### src/hdl/sft_pkg.sv
// Shared types and constants for the slotframe table unit.
// No dependencies; the front end, back end and top level import this package.
`timescale 1ns / 1ps
`default_nettype none

package sft_pkg;

  localparam int KEY_W              = 8;
  localparam int SLOT_W             = 16;
  localparam int FLAG_W             = 16;
  localparam int ENTRY_W            = KEY_W + SLOT_W + FLAG_W;
  localparam int KIND_W             = 2;
  localparam int CNT_OUT_W          = 4;
  localparam int IN_DATA_W          = 40;
  localparam int OUT_DATA_W         = 40;
  localparam int DEFAULT_TABLE_DEPTH = 8;
  localparam int QUEUE_DEPTH        = 2;

  // Operation codes, equal to the kind field values
  typedef enum logic [KIND_W-1:0] {
    OP_UPDATE = 2'd0,
    OP_DELETE = 2'd1,
    OP_LOOKUP = 2'd2,
    OP_NONE   = 2'd3
  } op_t;

  typedef struct packed {
    op_t               op;
    logic [KEY_W-1:0]  key;
    logic [SLOT_W-1:0] slots;
    logic [FLAG_W-1:0] flags;
  } cmd_t;

  typedef struct packed {
    logic                 ok;
    logic [SLOT_W-1:0]    slots;
    logic [FLAG_W-1:0]    flags;
    logic [CNT_OUT_W-1:0] count;
  } res_t;

  // Table entry as held in the RAM: key in the low bits
  typedef struct packed {
    logic [FLAG_W-1:0] flags;
    logic [SLOT_W-1:0] slots;
    logic [KEY_W-1:0]  key;
  } entry_t;

  typedef enum logic [2:0] {
    BK_IDLE,
    BK_SCAN,
    BK_ACT,
    BK_DLRD,
    BK_DLWR,
    BK_DONE
  } bk_state_t;

endpackage

`default_nettype wire

### src/hdl/sft_ram.sv
// Generic single-write, single-read RAM with registered read data.
// No dependencies.
`timescale 1ns / 1ps
`default_nettype none

module sft_ram #(
  parameter int WIDTH = 8,
  parameter int DEPTH = 8
) (
  input  wire logic                                   clk,
  input  wire logic                                   we,
  input  wire logic [((DEPTH > 1) ? $clog2(DEPTH) : 1)-1:0] waddr,
  input  wire logic [WIDTH-1:0]                       wdata,
  input  wire logic [((DEPTH > 1) ? $clog2(DEPTH) : 1)-1:0] raddr,
  output logic      [WIDTH-1:0]                       rdata
);

  logic [WIDTH-1:0] mem_r [DEPTH];

  always_ff @(posedge clk) begin
    if (we) begin
      mem_r[waddr] <= wdata;
    end
    rdata <= mem_r[raddr];
  end

endmodule

`default_nettype wire

### src/hdl/sft_front.sv
// Front end: accepts input transactions, decodes the kind into an operation
// and holds them in a short command queue. Depends on sft_pkg.
`timescale 1ns / 1ps
`default_nettype none

module sft_front (
  input  wire logic                          clk,
  input  wire logic                          rst_n,
  input  wire logic                          in_valid,
  output logic                               in_ready,
  input  wire logic [sft_pkg::KIND_W-1:0]    in_kind,
  input  wire logic [sft_pkg::KEY_W-1:0]     in_key,
  input  wire logic [sft_pkg::SLOT_W-1:0]    in_slots,
  input  wire logic [sft_pkg::FLAG_W-1:0]    in_flags,
  output logic                               q_valid,
  input  wire logic                          q_ready,
  output sft_pkg::cmd_t                      q_cmd
);
  import sft_pkg::*;

  localparam int PTR_W = $clog2(QUEUE_DEPTH);
  localparam int CNT_W = $clog2(QUEUE_DEPTH + 1);
  localparam logic [CNT_W-1:0] FULL_C = CNT_W'(QUEUE_DEPTH);

  cmd_t             slot_r [QUEUE_DEPTH];
  logic [PTR_W-1:0] wr_ptr_r;
  logic [PTR_W-1:0] rd_ptr_r;
  logic [CNT_W-1:0] cnt_r;
  cmd_t             dec_cmd;
  logic             push;
  logic             pop;

  // Kind values map one to one onto the operation codes
  always_comb begin
    dec_cmd.key   = in_key;
    dec_cmd.slots = in_slots;
    dec_cmd.flags = in_flags;
    dec_cmd.op    = op_t'(in_kind);
  end

  assign in_ready = (cnt_r != FULL_C);
  assign q_valid  = (cnt_r != '0);
  assign q_cmd    = slot_r[rd_ptr_r];
  assign push     = in_valid && in_ready;
  assign pop      = q_valid && q_ready;

  always_ff @(posedge clk) begin
    if (push) begin
      slot_r[wr_ptr_r] <= dec_cmd;
    end
  end

  always_ff @(posedge clk) begin
    if (!rst_n) begin
      wr_ptr_r <= '0;
      rd_ptr_r <= '0;
      cnt_r    <= '0;
    end else begin
      if (push) begin
        wr_ptr_r <= wr_ptr_r + 1'b1;
      end
      if (pop) begin
        rd_ptr_r <= rd_ptr_r + 1'b1;
      end
      unique case ({push, pop})
        2'b10:   cnt_r <= cnt_r + 1'b1;
        2'b01:   cnt_r <= cnt_r - 1'b1;
        default: cnt_r <= cnt_r;
      endcase
    end
  end

endmodule

`default_nettype wire

### src/hdl/sft_back.sv
// Back end: scans the entry RAM for the key, applies update, delete or lookup,
// and holds the result in an output register. Depends on sft_pkg, sft_ram.
`timescale 1ns / 1ps
`default_nettype none

module sft_back #(
  parameter int TABLE_DEPTH = sft_pkg::DEFAULT_TABLE_DEPTH
) (
  input  wire logic          clk,
  input  wire logic          rst_n,
  input  wire logic          q_valid,
  output logic               q_ready,
  input  wire sft_pkg::cmd_t q_cmd,
  output logic               res_valid,
  input  wire logic          res_ready,
  output sft_pkg::res_t      res
);
  import sft_pkg::*;

  localparam int IDX_W = (TABLE_DEPTH > 1) ? $clog2(TABLE_DEPTH) : 1;
  localparam int CNT_W = $clog2(TABLE_DEPTH + 1);
  localparam logic [CNT_W-1:0] DEPTH_C = CNT_W'(TABLE_DEPTH);

  bk_state_t        state_r, state_nxt;
  cmd_t             cmd_r;
  logic [CNT_W-1:0] fill_r;
  logic [CNT_W-1:0] issue_idx_r;
  logic [IDX_W-1:0] pend_idx_r;
  logic             pend_valid_r;
  logic [IDX_W-1:0] pos_r;
  logic             found_r;
  logic             ok_r;
  logic [SLOT_W-1:0] slots_r;
  logic [FLAG_W-1:0] flags_r;
  logic             res_valid_r;
  res_t             res_r;

  logic             ram_we;
  logic [IDX_W-1:0] ram_waddr;
  entry_t           ram_wdata;
  logic [IDX_W-1:0] ram_raddr;
  entry_t           ram_rdata;

  logic             scan_hit;
  logic             scan_miss;
  logic             issue_go;
  logic             has_room;
  logic             load_res;
  logic [CNT_W-1:0] fill_dec;
  logic [CNT_W+CNT_OUT_W-1:0] fill_ext;

  sft_ram #(
    .WIDTH (ENTRY_W),
    .DEPTH (TABLE_DEPTH)
  ) u_ram (
    .clk   (clk),
    .we    (ram_we),
    .waddr (ram_waddr),
    .wdata (ram_wdata),
    .raddr (ram_raddr),
    .rdata (ram_rdata)
  );

  // Read data is registered in the RAM; pend_* tracks the entry in flight
  assign scan_hit  = (state_r == BK_SCAN) && pend_valid_r && (ram_rdata.key == cmd_r.key);
  assign scan_miss = (state_r == BK_SCAN) && !pend_valid_r && (issue_idx_r >= fill_r);
  assign issue_go  = (state_r == BK_SCAN) && (issue_idx_r < fill_r) && !scan_hit;
  assign has_room  = (fill_r < DEPTH_C);
  assign load_res  = (state_r == BK_DONE) && (!res_valid_r || res_ready);
  assign fill_dec  = fill_r - 1'b1;
  assign fill_ext  = {{CNT_OUT_W{1'b0}}, fill_r};

  // Next state
  always_comb begin
    state_nxt = state_r;
    unique case (state_r)
      BK_IDLE: if (q_valid) state_nxt = BK_SCAN;
      BK_SCAN: if (scan_hit || scan_miss) state_nxt = BK_ACT;
      BK_ACT: begin
        if (cmd_r.op == OP_DELETE && found_r) state_nxt = BK_DLRD;
        else state_nxt = BK_DONE;
      end
      BK_DLRD: state_nxt = BK_DLWR;
      BK_DLWR: state_nxt = BK_DONE;
      BK_DONE: if (load_res) state_nxt = BK_IDLE;
      default: state_nxt = BK_IDLE;
    endcase
  end

  // RAM control and queue pop
  always_comb begin
    q_ready   = (state_r == BK_IDLE);
    ram_we    = 1'b0;
    ram_waddr = pos_r;
    ram_wdata = '{flags: cmd_r.flags, slots: cmd_r.slots, key: cmd_r.key};
    ram_raddr = issue_idx_r[IDX_W-1:0];
    unique case (state_r)
      BK_ACT: begin
        if (cmd_r.op == OP_UPDATE) begin
          if (found_r) begin
            ram_we = 1'b1;
          end else if (has_room) begin
            ram_we    = 1'b1;
            ram_waddr = fill_r[IDX_W-1:0];
          end
        end
      end
      BK_DLRD: ram_raddr = fill_dec[IDX_W-1:0];
      BK_DLWR: begin
        ram_we    = 1'b1;
        ram_wdata = ram_rdata;
      end
      default: ;
    endcase
  end

  // Command and result payload
  always_ff @(posedge clk) begin
    if (state_r == BK_IDLE && q_valid) begin
      cmd_r   <= q_cmd;
      slots_r <= '0;
      flags_r <= '0;
    end
    if (issue_go) begin
      pend_idx_r <= issue_idx_r[IDX_W-1:0];
    end
    if (scan_hit) begin
      pos_r <= pend_idx_r;
      if (cmd_r.op == OP_LOOKUP) begin
        slots_r <= ram_rdata.slots;
        flags_r <= ram_rdata.flags;
      end
    end
    if (state_r == BK_ACT) begin
      unique case (cmd_r.op)
        OP_UPDATE: ok_r <= found_r || has_room;
        OP_DELETE: ok_r <= found_r;
        OP_LOOKUP: ok_r <= found_r;
        OP_NONE:   ok_r <= 1'b0;
      endcase
    end
    if (load_res) begin
      res_r <= '{ok: ok_r, slots: slots_r, flags: flags_r,
                 count: fill_ext[CNT_OUT_W-1:0]};
    end
  end

  // Control state
  always_ff @(posedge clk) begin
    if (!rst_n) begin
      state_r      <= BK_IDLE;
      fill_r       <= '0;
      issue_idx_r  <= '0;
      pend_valid_r <= 1'b0;
      found_r      <= 1'b0;
      res_valid_r  <= 1'b0;
    end else begin
      state_r <= state_nxt;
      if (state_r == BK_IDLE && q_valid) begin
        issue_idx_r  <= '0;
        pend_valid_r <= 1'b0;
        found_r      <= 1'b0;
      end else if (state_r == BK_SCAN) begin
        pend_valid_r <= issue_go;
        if (issue_go) begin
          issue_idx_r <= issue_idx_r + 1'b1;
        end
        if (scan_hit) begin
          found_r <= 1'b1;
        end
      end
      if (state_r == BK_ACT && cmd_r.op == OP_UPDATE && !found_r && has_room) begin
        fill_r <= fill_r + 1'b1;
      end
      if (state_r == BK_DLWR) begin
        fill_r <= fill_dec;
      end
      if (load_res) begin
        res_valid_r <= 1'b1;
      end else if (res_ready) begin
        res_valid_r <= 1'b0;
      end
    end
  end

  assign res_valid = res_valid_r;
  assign res       = res_r;

endmodule

`default_nettype wire

### src/hdl/slotframe_table_unit.sv
// Top level of the slotframe table unit: stream ports, front end and back end.
// Depends on sft_pkg, sft_front, sft_back (which holds sft_ram).
`timescale 1ns / 1ps
`default_nettype none

// Channel   Dir  Ports                      Carries
// -------   ---  -------------------------  ---------------------------------
// in_       in   tvalid tready tdata tuser  table command (update/delete/lookup)
// out_      out  tvalid tready tdata tuser  one result per command
//
// Timing: after a command leaves the queue, the back end compares one entry
// per cycle on the single RAM read port, then does write-back and result
// load; a successful delete also fetches the last entry and moves it into
// the freed position.
// Reset: rst_n is synchronous, active low; the table is empty afterwards.
// Stalls: a two-deep command queue keeps accepting while the back end works,
// and the result register frees the back end once out_ is taken.

module slotframe_table_unit #(
  parameter int TABLE_DEPTH = sft_pkg::DEFAULT_TABLE_DEPTH
) (
  input  wire logic                              clk,
  input  wire logic                              rst_n,
  input  wire logic                              in_tvalid,
  output logic                                   in_tready,
  // [7:0] frame_id, [23:8] slot_count, [39:24] frame_flags
  input  wire logic [sft_pkg::IN_DATA_W-1:0]     in_tdata,
  // [1:0] kind
  input  wire logic [sft_pkg::KIND_W-1:0]        in_tuser,
  output logic                                   out_tvalid,
  input  wire logic                              out_tready,
  // [15:0] found_slots, [31:16] found_flags, [35:32] entry_count, rest zero
  output logic      [sft_pkg::OUT_DATA_W-1:0]    out_tdata,
  // [0] ok
  output logic                                   out_tuser
);
  import sft_pkg::*;

  localparam int PAD_W = OUT_DATA_W - SLOT_W - FLAG_W - CNT_OUT_W;

  logic q_valid;
  logic q_ready;
  cmd_t q_cmd;
  res_t res;

  // Unpack the input transaction; the front end decodes the kind
  sft_front u_front (
    .clk      (clk),
    .rst_n    (rst_n),
    .in_valid (in_tvalid),
    .in_ready (in_tready),
    .in_kind  (in_tuser),
    .in_key   (in_tdata[KEY_W-1:0]),
    .in_slots (in_tdata[KEY_W +: SLOT_W]),
    .in_flags (in_tdata[KEY_W+SLOT_W +: FLAG_W]),
    .q_valid  (q_valid),
    .q_ready  (q_ready),
    .q_cmd    (q_cmd)
  );

  // Scan, edit and result register
  sft_back #(
    .TABLE_DEPTH (TABLE_DEPTH)
  ) u_back (
    .clk       (clk),
    .rst_n     (rst_n),
    .q_valid   (q_valid),
    .q_ready   (q_ready),
    .q_cmd     (q_cmd),
    .res_valid (out_tvalid),
    .res_ready (out_tready),
    .res       (res)
  );

  // Pack the result transaction, zero fill to a whole byte
  assign out_tdata = {{PAD_W{1'b0}}, res.count, res.flags, res.slots};
  assign out_tuser = res.ok;

endmodule

`default_nettype wire
### config.mk
export PLATFORM = sky130hd
export DESIGN_NAME = slotframe_table_unit
export DESIGN_NICKNAME = d
export VERILOG_FILES = /design/src/hdl/sft_pkg.sv /design/src/hdl/sft_ram.sv /design/src/hdl/sft_front.sv /design/src/hdl/sft_back.sv /design/src/hdl/slotframe_table_unit.sv
export SDC_FILE = /design/constraint.sdc
export NUM_CORES = 1
export LEC_CHECK = 0
export BUFFER_PORTS_ARGS = -buffer_cell sky130_fd_sc_hd__clkbuf_2
export CAP_MARGIN = 20
export CELL_PAD_IN_SITES_DETAIL_PLACEMENT = 1
export CELL_PAD_IN_SITES_GLOBAL_PLACEMENT = 1
export CORE_UTILIZATION = 50
export CTS_BUF_LIST = sky130_fd_sc_hd__clkbuf_16
export DETAILED_ROUTE_END_ITERATION = 8
export PLACE_DENSITY = 0.72
export SLEW_MARGIN = 20
export SYNTH_ARGS = -nofsm -noshare
export SYNTH_HDL_FRONTEND = slang
export SYNTH_HIERARCHICAL = 1
export SYNTH_SLANG_ARGS = --single-unit
### constraint.sdc
create_clock -name clk -period 14 [get_ports clk]
set_clock_uncertainty 0.2 [all_clocks]
set_input_delay 0 -clock clk [delete_from_list [all_inputs] [get_ports clk]]
set_output_delay 0 -clock clk [all_outputs]
set_load 0.01 [all_outputs]
==> impl_metrics.py <==
metrics = {
    "floorplan": {
        "die_y_um": 211,
        "die_area_mm2": 0.0444,
        "core_area_mm2": 0.0430,
        "die_w_um": 211,
        "io_pins": 89,
        "initial_core_util_pct": 50.7,
        "fp-row-count": 76,
    },
    "timing": {
        "hold_violations": 0,
        "slew_violations": 0,
        "setup_tns_ns": 0,
        "fin_crit_sh_pct": 29.6,
        "slew_headroom_pct": 27.2,
        "period_needed_ns": 4.14,
        "worst_slew_pin_slew_ns": 1.09,
        "finalSetupViolCount": 0,
        "rsz0062_at_grt": "no",
        "fmax_ghz": 0.241,
    },
    "flow_run": {
        "cap_violations": 0,
    },
    "pwr": {
        "peakVddDrop_mv": 0.121,
        "cellLeakagePower_nw": 8.93,
        "power.density_mw_per_mm2": 185,
        "p_total_w": 0.00474,
    },
    "yosys": {
        "syn_inst": 1172,
        "synth_ff_type": "edfxtp_1",
        "synth-edff-count": 490,
        "ys.warnings.count": 6,
        "synthTopCellsByArea": "edfxtp_1, mux4_1, dfxtp_1",
        "syn_area_per_cell_um2": 18.6,
        "syn-cell-area_mm2": 0.0218,
        "synth_top_area_cell": "edfxtp_1",
        "seq_area_frac_synth_pct": 75.9,
        "async_flop_share_pct": 0,
        "ys_types": 52,
        "ys_ff_latch": 581,
        "post-synth-top-area-fraction_pct": 67.6,
    },
    "route": {
        "vias": 10900,
        "drc": 0,
        "antenna_left": 0,
        "routedWlPerCell_um": 23.2,
        "drt_iter0_markers": 637,
        "dr.pass1.iters": 5,
        "wl_um": 46800,
        "routed_via_density": 5.43,
    },
    "grt": {
        "first_global_vias": 11900,
        "grt_max_degree": 81,
        "grt_pass1_wl_um": 70700,
        "overflow": 0,
        "antenna_found_initial": 0,
        "grt_use_total_pct": 21.6,
    },
    "hold_path": {
        "hold_path.class": "primary input to flip-flop",
    },
    "clock_network": {
        "cts-root-buf": "clkbuf_16",
        "cts_buffer_depth": 3,
        "ctsResizeCount": 0,
        "clkTransAtPathRegs_ns": 0.06,
        "cts_buffers": 59,
        "clkLatencyLatePin_ns": 0.59,
        "cts_sinks": 581,
        "cts.htree.levels": 2,
        "cts_tree": "yes",
    },
    "cells_and_area": {
        "final_cell_mix": "edfxtp_1, nand2_1, dfxtp_1, dlygate4sd3_1, mux2_2",
        "layout_commonest_cell": "edfxtp_1",
        "nNetsFinal": 1435,
        "area_growth_syn_to_layout_pct": 17.8,
        "fillers": 3779,
        "drive_above_1_share_pct": 20.5,
        "diodes": 0,
    },
    "placed_design": {
        "portBuffers": 84,
        "gp_congestion": 0.745,
        "hpwl_um": 24400,
    },
    "critical_path": {
        "cp-end-kind": "flip-flop",
        "crit_arrival_ns": 4.42,
        "startpoint_type": "flip-flop",
        "critPathKind": "flip-flop to flip-flop",
        "cp.required_ns": 14.27,
        "path_max_fanout": 42,
    },
    "status": {
        "status": "finished clean",
    },
}
## critical path: stages (launching register included)
cell and delay [ns]:
dfxtp_1 0.62, inv_1 0.22, nand3_1 0.39, nand2_1 0.17
o21ai_4 0.08, buf_4 0.60, buf_4 0.71, mux4_1 0.70
mux2_2 0.29
## layer usage
layer / GRT usage [%] / vias to the layer above / routed length (µm)
met4: 5.70 / 0 / 900
met3: 2.81 / 73 / 1650
li1: - / 4973 / -
met5: 0 / - / 0
met2: 38.1 / 212 / 24000
met1: 28.4 / 5671 / 20300
## worst paths after layout
| kind | start | end | slack, ns | cells past startpoint |
|---|---|---|---|---|
| setup / recovery | u_back/state_r[2] | u_back/u_ram/rdata[36] | 9.86 | 8 |
| hold / removal | rst_n | u_back/state_r[0] | 0.17 | 3 |
| setup reg to reg | u_back/state_r[2] | u_back/u_ram/rdata[36] | 9.86 | 8 |
| hold reg to reg | u_back/pend_idx_r[1] | u_back/pos_r[1] | 0.22 | 0 |
## cells by family (layout without fill, tap and decap cells)
| family | count (synthesis) | in the layout | share of synthesized area, % |
|---|---|---|---|
| buffers and inverters | 66 | 318 | 1.57 |
| AOI/OAI and AO/OA | 64 | 64 | 1.64 |
| other | 1 | 4 | 0.0172 |
| and+or+nand+nor | 266 | 266 | 5.41 |
| muxes | 167 | 167 | 14.1 |
| xor gates and xnor gates | 15 | 15 | 0.603 |
| adders and majority gates | 12 | 12 | 0.689 |
| DFF | 581 | 581 | 75.9 |
## timing repair
item | CTS | global route
setup buffers | 0 | 0
hold buffers | 89 | 0
endpoints found under the hold margin | 117 | 0
## state kept, by name, indices dropped and copies added (netlist names), named ones only
| signal | flops |
|---|---|
| u_back/u_ram/mem_r | 320 |
| u_front/slot_r | 84 |
| u_back/cmd_r | 42 |
| u_back/u_ram/rdata | 40 |
| u_back/res | 37 |
| u_back/flags_r | 16 |
| u_back/slots_r | 16 |
| u_back/fill_r | 4 |
| u_back/issue_idx_r | 4 |
| u_back/pend_idx_r | 3 |
| u_back/pos_r | 3 |
| u_back/state_r | 3 |
| u_front/cnt_r | 2 |
| u_back/found_r | 1 |
| u_back/ok_r | 1 |
| u_back/pend_valid_r | 1 |
| u_back/res_valid | 1 |
| u_front/rd_ptr_r | 1 |
| u_front/wr_ptr_r | 1 |
## Yosys cell counts, drive strengths merged (3+ instances only)
master / n
buf: 23
nor3: 8
nor2: 22
nand2b: 5
dfxtp: 91
xnor2: 14
nor4: 3
edfxtp: 490
a21oi: 9
or3: 4
nand4: 6
clkbuf: 30
nand2: 198
mux4: 80
mux2: 86
inv: 13
ha: 12
o21ai: 43
nor2b: 5
## area by class of cell
class | count | area [µm²] | share of cell area (%)
multi-input combinational | 528 | 5020 | 19.5
inverter | 13 | 48.8 | 0.190
sequential | 581 | 16500 | 64.4
clock buffer | 61 | 1530 | 5.95
clock inverter | 50 | 334 | 1.30
timing repair buffer | 194 | 1470 | 5.72
tap | 585 | 732 | 2.85
## metrics by stage
step           area (µm²)  util, %  instances  worst slack, ns  hold WS, ns
2_1_floorplan       21800        -       1175             8.93       -0.101
3_3_place_gp        22900     53.3       1812            10.08      -0.0111
3_5_place_dp        22900     53.3       1812             9.89     -0.00719
4_1_cts             25700     59.7       2012             9.90        0.108
5_1_grt             25700     59.7       2012             9.66        0.184
6_report            25700     59.7       2012             9.86        0.171
## where the power goes
part / switching (W) / internal [W] / leakage, nW / total (W)
logic: 0.000556 / 0.000329 / 2.69 / 0.000884
registers: 0.0000952 / 0.00226 / 5.25 / 0.00235
clock network: 0.000629 / 0.000873 / 0.997 / 0.00150
Note: power is estimated with default switching activity, not from simulation.
